===== config.mk =====
export PLATFORM = sky130hd
export DESIGN_NAME = lopc_ram
export DESIGN_NICKNAME = d
export VERILOG_FILES = /design/src/hdl/lattice_occupancy_pair_counter_unit_macros.svh /design/src/hdl/lopc_ram.sv
export SDC_FILE = /design/constraint.sdc
export NUM_CORES = 1
export LEC_CHECK = 0
export BUFFER_PORTS_ARGS = -buffer_cell sky130_fd_sc_hd__buf_4
export CORE_MARGIN = 5
export CORE_UTILIZATION = 45
export DETAILED_ROUTE_END_ITERATION = 16
export SLEW_MARGIN = 20
export SYNTH_ARGS = -nofsm -noshare
export SYNTH_HDL_FRONTEND = slang
export SYNTH_SLANG_ARGS = --single-unit

===== constraint.sdc =====
create_clock -name i_clk -period 1.79 [get_ports i_clk]
set_clock_uncertainty 0.05 [all_clocks]
set_input_delay 0.358 -clock i_clk [delete_from_list [all_inputs] [get_ports i_clk]]
set_output_delay 0.358 -clock i_clk [all_outputs]
set_load 0.005 [all_outputs]

===== src/hdl/lattice_occupancy_pair_counter_unit_macros.svh =====
// assertion macros shared by the lattice pair counter rtl
`ifndef LATTICE_OCCUPANCY_PAIR_COUNTER_UNIT_MACROS_SVH
`define LATTICE_OCCUPANCY_PAIR_COUNTER_UNIT_MACROS_SVH

`ifndef ASSERT_OFF

// concurrent check on a given clock, skipped while reset is low
`define LOPC_ASSERT_CR(label, clk, rst_n, prop) \
    label: assert property (@(posedge clk) disable iff (!rst_n) prop) \
        else $error("lopc assertion failed");

// concurrent check on the unit clock and reset
`define LOPC_ASSERT(label, prop) \
    `LOPC_ASSERT_CR(label, i_clk, i_rst_n, prop)

`else

`define LOPC_ASSERT_CR(label, clk, rst_n, prop)
`define LOPC_ASSERT(label, prop)

`endif

`endif


===== src/hdl/lopc_ram.sv =====
// generic single write port ram with registered read
module lopc_ram #(
    parameter int WIDTH = 8,
    parameter int DEPTH = 16
) (
    input  logic                     i_clk,
    input  logic                     i_we,
    input  logic [$clog2(DEPTH)-1:0] i_waddr,
    input  logic [WIDTH-1:0]         i_wdata,
    input  logic                     i_re,
    input  logic [$clog2(DEPTH)-1:0] i_raddr,
    output logic [WIDTH-1:0]         o_rdata
);

    logic [WIDTH-1:0] r_mem [DEPTH];
    logic [WIDTH-1:0] r_rdata;

    // write port and registered read port
    always_ff @(posedge i_clk) begin
        if (i_we) begin
            r_mem[i_waddr] <= i_wdata;
        end
        if (i_re) begin
            r_rdata <= r_mem[i_raddr];
        end
    end

    assign o_rdata = r_rdata;

endmodule


[Word level (Yosys, flattened, before mapping)]
Memory sizes are Yosys's and may differ from the RTL's. A register that Yosys moved wholly into a read port is not among the register bits.
Cells that the tools add are included.
Word-level totals
  input port bits: 19
  bits in latches: 0
  output and inout bits: 8
  memories: 1
  RAM bits: 128
  logic and storage cells: 3
  bits in read-only memories: 0
  flip-flop bits (word level): 0
Memory list
  r_mem: depth 16, bits a word 8, rd ports 1, clocked after Yosys merged registers in 1, wr ports 1, RTL line lopc_ram.sv:15  | logic [WIDTH-1:0] r_mem [DEPTH];
Operators by class
  equality and inequality tests: 0
  reductions and logical operators: 0
  magnitude comparators: 0
  muxes and demuxes: 2
  divide/modulo/power cells: 0
  multipliers: 0
  bitwise gates (word level): 0
  add/sub/neg operators: 0
  shift-type cells: 0
Operators with widths (count)
  two-way mux 1 bit: 2

[Longest topological paths before layout]
Gate-level depths: netlist (run 1).
  word-level depth: 2
  depth in mapped cells: 5
  mapped depth without buffers: 3

[Least setup slack after synthesis (run 1)]
No wires, ideal clock.
  kind: input-to-reg
  start: input i_waddr[2]
  end: memory r_mem[0][0], enable pin
  arrival: 1.468 ns
  setup slack: -0.111 ns
  cell stages on the path: 2
  setup time: 0.383 ns
  cells stage by stage: or3b_2 > nor3_1
RTL lines
  start: declaration: RTL line lopc_ram.sv:8  | input logic [$clog2(DEPTH)-1:0] i_waddr,
  end: declaration: RTL line lopc_ram.sv:15
No word-level cell before the write port.

==> results of run 1 <==
## per-layer routing
| layer | GRT usage (%) | vias to the layer above | wire length (um) | share of wire, % |
|---|---|---|---|---|
| met5 | 0 | - | 0 | 0 |
| met2 | 24.2 | 57 | 4980 | 51 |
| met1 | 19.9 | 1292 | 4200 | 43 |
| met3 | 4.42 | 13 | 436 | 4.5 |
| li1 | - | 1100 | - | - |
| met4 | 5.38 | 0 | 129 | 1.3 |
## synth_stat cells
cell	instances
mux4_1	14
mux4_2	18
nand2_1	9
and2b_1	1
edfxtp_1	136
buf_6	3
clkdlybuf4s25_2	3
or3b_2	1
nand2b_1	2
buf_4	1
a22oi_1	16
nor3_1	4
buf_2	3
and2_1	1
nand3b_1	2
nand3_1	1
nor2_1	13
nor2b_1	1
## sequential cells by signal, indices dropped and copies added, names as in the netlist
name / flops
r_mem: 128
o_rdata: 8
## kinds of logic (layout without fill, tap and decap cells)
| family | count (synthesis) | count (layout) | synth area share (%) |
|---|---|---|---|
| buffers and inverters | 10 | 82 | 1.65 |
| AO/OA/AOI/OAI | 16 | 16 | 2.30 |
| AND/OR/NAND/NOR | 35 | 35 | 3.14 |
| flip-flops | 136 | 136 | 78.1 |
| multiplexers | 32 | 32 | 14.8 |
## power breakdown
group	switching [mW]	internal [mW]	leakage (nW)
clock	1.17	2.01	0.261
sequential	0.0187	3.59	1.24
combinational	0.188	0.178	0.649
## cell type report
class / instances / area (sq um) / share of cell area, %
clock buffer: 20 / 437 / 6.91
tap: 143 / 179 / 2.83
clock inverter: 12 / 109 / 1.72
multi-input combinational: 83 / 1060 / 16.8
sequential: 136 / 4080 / 64.6
timing repair buffer: 50 / 450 / 7.13
## worst min-delay path by stage
stage | startpoint | cells after the start | endpoint
finish | i_wdata[1] | 1 | r_mem[8][1]$_DFFE_PP_
global route | i_re | 1 | o_rdata[3]$_DFFE_PP_
CTS | i_wdata[1] | 1 | r_mem[10][1]$_DFFE_PP_
detailed placement | i_wdata[1] | 1 | r_mem[14][1]$_DFFE_PP_
global placement | i_wdata[1] | 1 | r_mem[14][1]$_DFFE_PP_
floorplan | i_wdata[0] | 0 | r_mem[0][0]$_DFFE_PP_
## stage by stage
step                util (%)  std cells  TNS, ns  cell area, sq um  total power [mW]
floorplan                  -        229        0              5230              3.85
global placement        50.6        412    -1.20              5780              4.04
detailed placement      50.6        412    -1.27              5780              4.05
CTS                     55.4        444        0              6320              7.23
global route            55.4        444        0              6320              7.42
finish                  55.4        444        0              6320              7.16
==> out/metrics.csv, run 1 <==
metric,value,unit
crit path cell chain,buf_4 -> buf_12 -> mux4_1 -> a22oi_1 -> nand2_1,
CTS tree,done,
Chip Width,118,um
Critical R2R Launch,r_mem[15][6]$_DFFE_PP_,
Mapped Nets,248,
Initial DRC Count,169,
Period minus WS final,1.57,ns
"Hold Vio Cnt, Final",0,
final setup fails,0,
pins over their slew limit,0,
DR vias/cell,5.55,
vias in the first global route,2621,
gpl congestion,0.699,
Post-Syn Area,0.00523,sq mm
CTS Buf Count,17,
RSZ-0062 raised after global routing,false,
worst path required time,1.89,ns
fmax,0.639,GHz
CTS resizes,0,
deepest clock path buffer count,2,
die area,0.0139,sq mm
Min-Delay Path Class,input pin to flop,
CTS Sinks,136,
Final #Nets,307,
maximum number of pins on one net before global-route repair,17,
Worst setup SP type,input pin,
yosys warns,0,
fin crit share,87.5,%
Netlist cell types,18,
Synth area leaders,"edfxtp_1 (78%), mux4_2 (7.8%), mux4_1 (7.0%), a22oi_1 (2.3%), nor2_1 (0.93%)",
reg2reg end,o_rdata[6]$_DFFE_PP_,
Tot GR Track Use,15.1,%
Synth top area share,78.1,%
max-capacitance violation count,0,
GRT Residual Overflow,0,
Critical Path End,o_rdata[4]$_DFFE_PP_,
WP depth,5,
clk slew on worst S/H paths,0.05,ns
Syn Area/Cell,22.8,sq um
share of cells above drive strength 1,31.2,%
CTS root buffer,clkbuf_16,
crit-path max FO,11,
VDD IR-drop max,0.779,mV
cells after synthesis,229,
Worst Path Arrival,1.66,ns
htree depth,4,
"commonest non-fill, non-tap cell in the layout",edfxtp_1,
outcome,"finished, final reports clean",
WL per Instance,22.0,um
Post-CTS Hold Buffers,0,
post-CTS setup buffer count,0,
I/O pin count,27,
via count,2462,
PwrDens,1130,mW/mm^2
Yosys top cell by area,edfxtp_1,
Reg2Reg Setup Slack,0.24,ns
fraction of the yosys area taken by sequential cells,78.1,%
hpwl dp,6.48,mm
CP Class,input pin to flop,
Place WS,-0.222,ns
initial antenna violation count,0,
relative slew slack,53.6,%
Worst Setup End Kind,flop,
Starting Density,45.8,%
clk_lat worst skew,0.40,ns
Slowest cell on crit path,mux4_1,
Layout area overhead,20.9,%
row cnt,39,
Leak Pwr,2.15,nW
worst-margin pin slew,0.693,ns
top cell family by delay on the critical path,multiplexers,
final worst slack,0.224,ns
layout filler cell count,857,
buffers and inverters on the worst path,2,
Total Wirelength,9.75,mm
core footprint,0.0114,sq mm
Min Hold Slack,0.215,ns
1st-pass router iterations,4,
cells on worst reg2reg path,3,
port buffer count,26,
post-route antenna net violation count,0,
"Largest stage delay, worst path",0.55,ns
Remaining DRCs,0,
Die Height,118,um
most frequent cells in the layout,"edfxtp_1 (136), buf_4 (44), mux4_2 (18)",
register bit total from synthesis,136,
Worst Setup SP,i_raddr[0],
global-route wire length before repair,15.5,mm
number of diodes,0,
No activity file was read; power rests on OpenSTA's default activity.
==> inputs of run 2 (changes only) <==
--- a/config.mk
+++ b/config.mk
@@ -9,6 +9,7 @@
 export CORE_MARGIN = 5
 export CORE_UTILIZATION = 45
 export DETAILED_ROUTE_END_ITERATION = 16
+export SETUP_SLACK_MARGIN = 0.4
 export SLEW_MARGIN = 20
 export SYNTH_ARGS = -nofsm -noshare
 export SYNTH_HDL_FRONTEND = slang
==> run 2 against run 1 <==
Compared with the run above: largest cell class unchanged; critical endpoint is now o_rdata[3]$_DFFE_PP_; highest routed layer unchanged; critical path depth is 2 lower; largest power group unchanged; worst setup slack improved by 0.11 ns; combinational power up 7.1%.
==> out/metrics.csv, run 2 (synthesis results as in run 1) <==
metric,value,unit
outcome,"finished, final reports clean",
HP Start,i_wdata[5],
pins over their slew limit,0,
Starting Density,45.8,%
vias in the first global route,2575,
Tot GR Track Use,15.6,%
Critical R2R Launch,r_mem[0][3]$_DFFE_PP_,
Die Height,118,um
fmax,0.687,GHz
gpl congestion,0.731,
row cnt,39,
global-route wire length before repair,15.4,mm
number of flip-flops under the largest register name,128,
most frequent cells in the layout,"edfxtp_1 (136), buf_4 (35), mux4_2 (32)",
Top reg by flops,r_mem,
worst path required time,1.90,ns
WL per Instance,23.2,um
Post-DP Area,0.00574,sq mm
post-CTS setup buffer count,0,
worst-margin pin slew,0.866,ns
"Hold Vio Cnt, Final",0,
I/O pin count,27,
CTS root buffer,clkbuf_16,
hold path cells,1,
final setup fails,0,
GRT Residual Overflow,0,
Min-Delay Path Class,input pin to flop,
total power,7.40,mW
area of the multi-input gates,0.00110,sq mm
clk_lat worst skew,0.41,ns
"commonest non-fill, non-tap cell in the layout",edfxtp_1,
design area,0.00638,sq mm
CTS Sinks,136,
CP Class,flop to flop,
final core occ,55.9,%
via count,2416,
DR vias/cell,5.50,
Remaining DRCs,0,
Total Wirelength,10.2,mm
Final #Nets,302,
post-route antenna net violation count,0,
Initial DRC Count,242,
cells on worst reg2reg path,3,
core footprint,0.0114,sq mm
Placed Cells,407,
Worst Path Arrival,1.56,ns
initial antenna violation count,0,
Worst setup SP type,flop,
maximum number of pins on one net before global-route repair,17,
hpwl dp,6.44,mm
htree depth,4,
Period minus WS final,1.45,ns
Seq. cell area,0.00408,sq mm
Leak Pwr,2.09,nW
CTS tree,done,
Reg2Reg Setup Slack,0.34,ns
die area,0.0139,sq mm
layout filler cell count,885,
final non-filler cell total,439,
clk slew on worst S/H paths,0.06,ns
Worst Setup End Kind,flop,
VDD IR-drop max,0.662,mV
relative slew slack,42.1,%
deepest clock path buffer count,2,
Post-CTS Hold Buffers,0,
PwrDens,1160,mW/mm^2
fin crit share,81.3,%
share of cells above drive strength 1,42.2,%
Hold EP,r_mem[11][5]$_DFFE_PP_,
CTS Buf Count,17,
1st-pass router iterations,4,
RSZ-0062 raised after global routing,true,
crit-path max FO,1,
Chip Width,118,um
max-capacitance violation count,0,
reg2reg end,o_rdata[3]$_DFFE_PP_,
port buffer count,26,
number of diodes,0,
Layout area overhead,22.0,%
==> run 2: cell count changes in the layout (fill, tap and decap cells not counted), sizes merged <==
cell	change
buf	-5
bufinv	+1
clkbuf	-3
clkinv	-1
clkinvlp	+3
==> run 2: what timing repair did <==
item,4_1_cts,5_1_grt
gates resized for setup,11,4
endpoints found under the setup margin,11,12
pin swaps,2,0
==> run 2: area by class of cell <==
cell class	instances	share of cell area [%]
repair buffers	45	6.71
clock inverters	15	2.51
well taps	143	2.81
clock buffers	17	6.67
flip-flops and latches	136	64.0
multi-input cells	83	17.3
==> run 2: power breakdown <==
| part | switching (mW) | internal (mW) |
|---|---|---|
| Sequential | 0.0215 | 3.59 |
| Combinational | 0.203 | 0.189 |
| Clock | 1.24 | 2.16 |
| Total | 1.47 | 5.94 |
==> run 2: metal layers <==
metal  global-route usage (%)  wire length [um]  vias up
met4                     5.95               163        0
met2                     22.8              4760       74
met1                     21.0              4700     1255
met5                        0                 0        -
li1                         -                 -     1073
met3                     6.15               562       14
==> run 2: metrics by stage <==
stage	hold slack [ns]	TNS, ns	setup WS (ns)
2_1_floorplan	0.407	0	0.182
6_report	0.209	0	0.335
3_5_place_dp	0.619	-0.469	-0.113
5_1_grt	0.199	0	0.285
3_3_place_gp	0.621	-0.432	-0.107
4_1_cts	0.181	0	0.347
==> run 2: worst max-delay path: stages, from the launching register on <==
cell,delay (ns)
edfxtp_1,0.37
mux4_2,0.48
a22oi_2,0.23
nand2_1,0.08
==> run 2: how the worst max path moves through the flow <==
stage,end,depth (start not counted),start,slack (ns)
after floorplan,o_rdata[1]$_DFFE_PP_,5,i_raddr[0],0.18
after global placement,o_rdata[3]$_DFFE_PP_,5,i_raddr[0],-0.11
after detailed placement,o_rdata[3]$_DFFE_PP_,5,i_raddr[0],-0.11
after CTS,o_rdata[3]$_DFFE_PP_,3,r_mem[0][3]$_DFFE_PP_,0.35
after global routing,o_rdata[3]$_DFFE_PP_,3,r_mem[3][3]$_DFFE_PP_,0.29
final,o_rdata[3]$_DFFE_PP_,3,r_mem[0][3]$_DFFE_PP_,0.34
==> inputs of run 3 (changes only) <==
==> constraint.sdc (replaced) <==
create_clock -name i_clk -period 1.4 [get_ports i_clk]
set_clock_uncertainty 0.05 [all_clocks]
set_input_delay 0.28 -clock i_clk [delete_from_list [all_inputs] [get_ports i_clk]]
set_output_delay 0.28 -clock i_clk [all_outputs]
set_load 0.005 [all_outputs]
==> run 3 against run 2 <==
Compared with the run above: register-to-register slack got worse by 0.39 ns; the flow now finishes with violations (setup timing); worst hold slack worse by 0.076 ns; combinational power increased by 55%; worst setup slack worse by 0.39 ns; critical path depth unchanged; wire length up 2.0%; non-clock buffer count increased by 21; flip-flop and latch count unchanged; cell count increased by 4.6%; sequential share of layout area fell by 5.0 points; via count rose by 4.1%; global-route usage increased by 0.56 points.
==> out/metrics.csv, run 3 (synthesis results as in run 1) <==
metric,value,unit
gpl congestion,0.752,
post-route antenna net violation count,0,
GRT Residual Overflow,0,
Seq. cell area,0.00408,sq mm
Min-Delay Path Class,input pin to flop,
Leak Pwr,2.30,nW
clk_lat worst skew,0.40,ns
crit-path max FO,1,
Remaining DRCs,0,
htree depth,4,
Die Height,118,um
I/O pin count,27,
Total Wirelength,10.4,mm
Worst setup SP type,flop,
most frequent cells in the layout,"edfxtp_1 (136), mux4_2 (32), buf_4 (28)",
CTS tree,done,
pins over their slew limit,0,
fin crit share,104,%
die area,0.0139,sq mm
failing checks,setup timing,
core footprint,0.0114,sq mm
RSZ-0062 raised after global routing,true,
area of the multi-input gates,0.00121,sq mm
Chip Width,118,um
Starting Density,45.8,%
deepest clock path buffer count,2,
worst path required time,1.49,ns
Period minus WS final,1.45,ns
WL per Instance,22.6,um
layer with the highest usage,met2,
1st-pass router iterations,4,
Place WS,-0.467,ns
Worst Path Arrival,1.55,ns
met1 Use GR,21.1,%
"Hold Vio Cnt, Final",0,
PwrDens,1400,mW/mm^2
Worst Setup End Kind,flop,
Tot GR Track Use,16.1,%
CTS Buf Count,17,
port buffer count,26,
CTS Sinks,136,
relative slew slack,52.0,%
share of cells above drive strength 1,48.4,%
global-route wire length before repair,16.3,mm
fmax,0.688,GHz
hpwl dp,6.70,mm
final setup fails,6,
total power,9.68,mW
number of diodes,0,
Initial DRC Count,222,
"commonest non-fill, non-tap cell in the layout",edfxtp_1,
worst-margin pin slew,0.718,ns
via count,2514,
CTS root buffer,clkbuf_16,
max-capacitance violation count,0,
Top reg by flops,r_mem,
clk slew on worst S/H paths,0.05,ns
final worst slack,-0.0526,ns
maximum number of pins on one net before global-route repair,17,
outcome,finished with violations,
DR vias/cell,5.48,
row cnt,39,
number of flip-flops under the largest register name,128,
Layout area overhead,32.2,%
met2 usage,25.9,%
CP Class,flop to flop,
VDD IR-drop max,0.622,mV
vias in the first global route,2777,
Final #Nets,323,
initial antenna violation count,0,
met3 GRT Util,4.37,%
layout filler cell count,829,
-- run 3: cell types whose count changed in the layout (fill, tap and decap cells not counted), sizes merged --
cell,previous run,this run
buf,45,66
bufinv,3,4
clkbuf,17,21
clkinv,7,5
clkinvlp,5,1
-- run 3: critical path: stages (launching register included) --
cell and delay [ns]:
edfxtp_1 0.37, mux4_2 0.49, a22oi_2 0.21, nand2_1 0.08
-- run 3: final cells by class --
class,count,area share [%]
multi-input combinational,83,17.5
clock inverter,10,2.21
sequential,136,59.1
tap,143,2.59
timing repair buffer,66,12.3
clock buffer,21,6.37
-- run 3: report_power, final --
group	internal, mW	leakage [nW]	switching, mW	total, mW
clock	2.95	0.290	1.50	4.45
combinational	0.316	0.776	0.291	0.607
sequential	4.59	1.24	0.0291	4.62
total	7.86	2.30	1.82	9.68
-- run 3: metal layers --
layer / wire (um) / up-vias
met3: 492 / 11
met4: 132 / 0
met1: 4340 / 1313
met2: 5430 / 71
li1: - / 1119
met5: 0 / -
-- run 3: repair_timing --
action,in CTS,in global routing
resized for setup,19,3
hold buffers,0,0
gates cloned,0,0
setup buffers,2,1
endpoints found under the setup margin,104,89
pin swaps,5,4
-- run 3: metrics by stage --
step                hold slack [ns]  instance area, sq um  setup TNS [ns]  utilization [%]  cells
floorplan                     0.329                  5380           -1.54                -    229
global placement              0.537                  6200          -13.75             54.3    425
detailed placement            0.547                  6200          -13.88             54.3    425
CTS                           0.119                  6890          -0.306             60.3    458
global route                  0.131                  6910          -0.582             60.5    459
finish                        0.132                  6910          -0.230             60.5    459
-- run 3: final timing paths --
check	start	end	slack [ns]	cells past startpoint
min reg2reg	r_mem[14][1]$_DFFE_PP_	o_rdata[1]$_DFFE_PP_	0.70	3
max reg2reg	r_mem[11][0]$_DFFE_PP_	o_rdata[0]$_DFFE_PP_	-0.05	3
min	i_wdata[4]	r_mem[7][4]$_DFFE_PP_	0.13	1
max	r_mem[11][0]$_DFFE_PP_	o_rdata[0]$_DFFE_PP_	-0.05	3
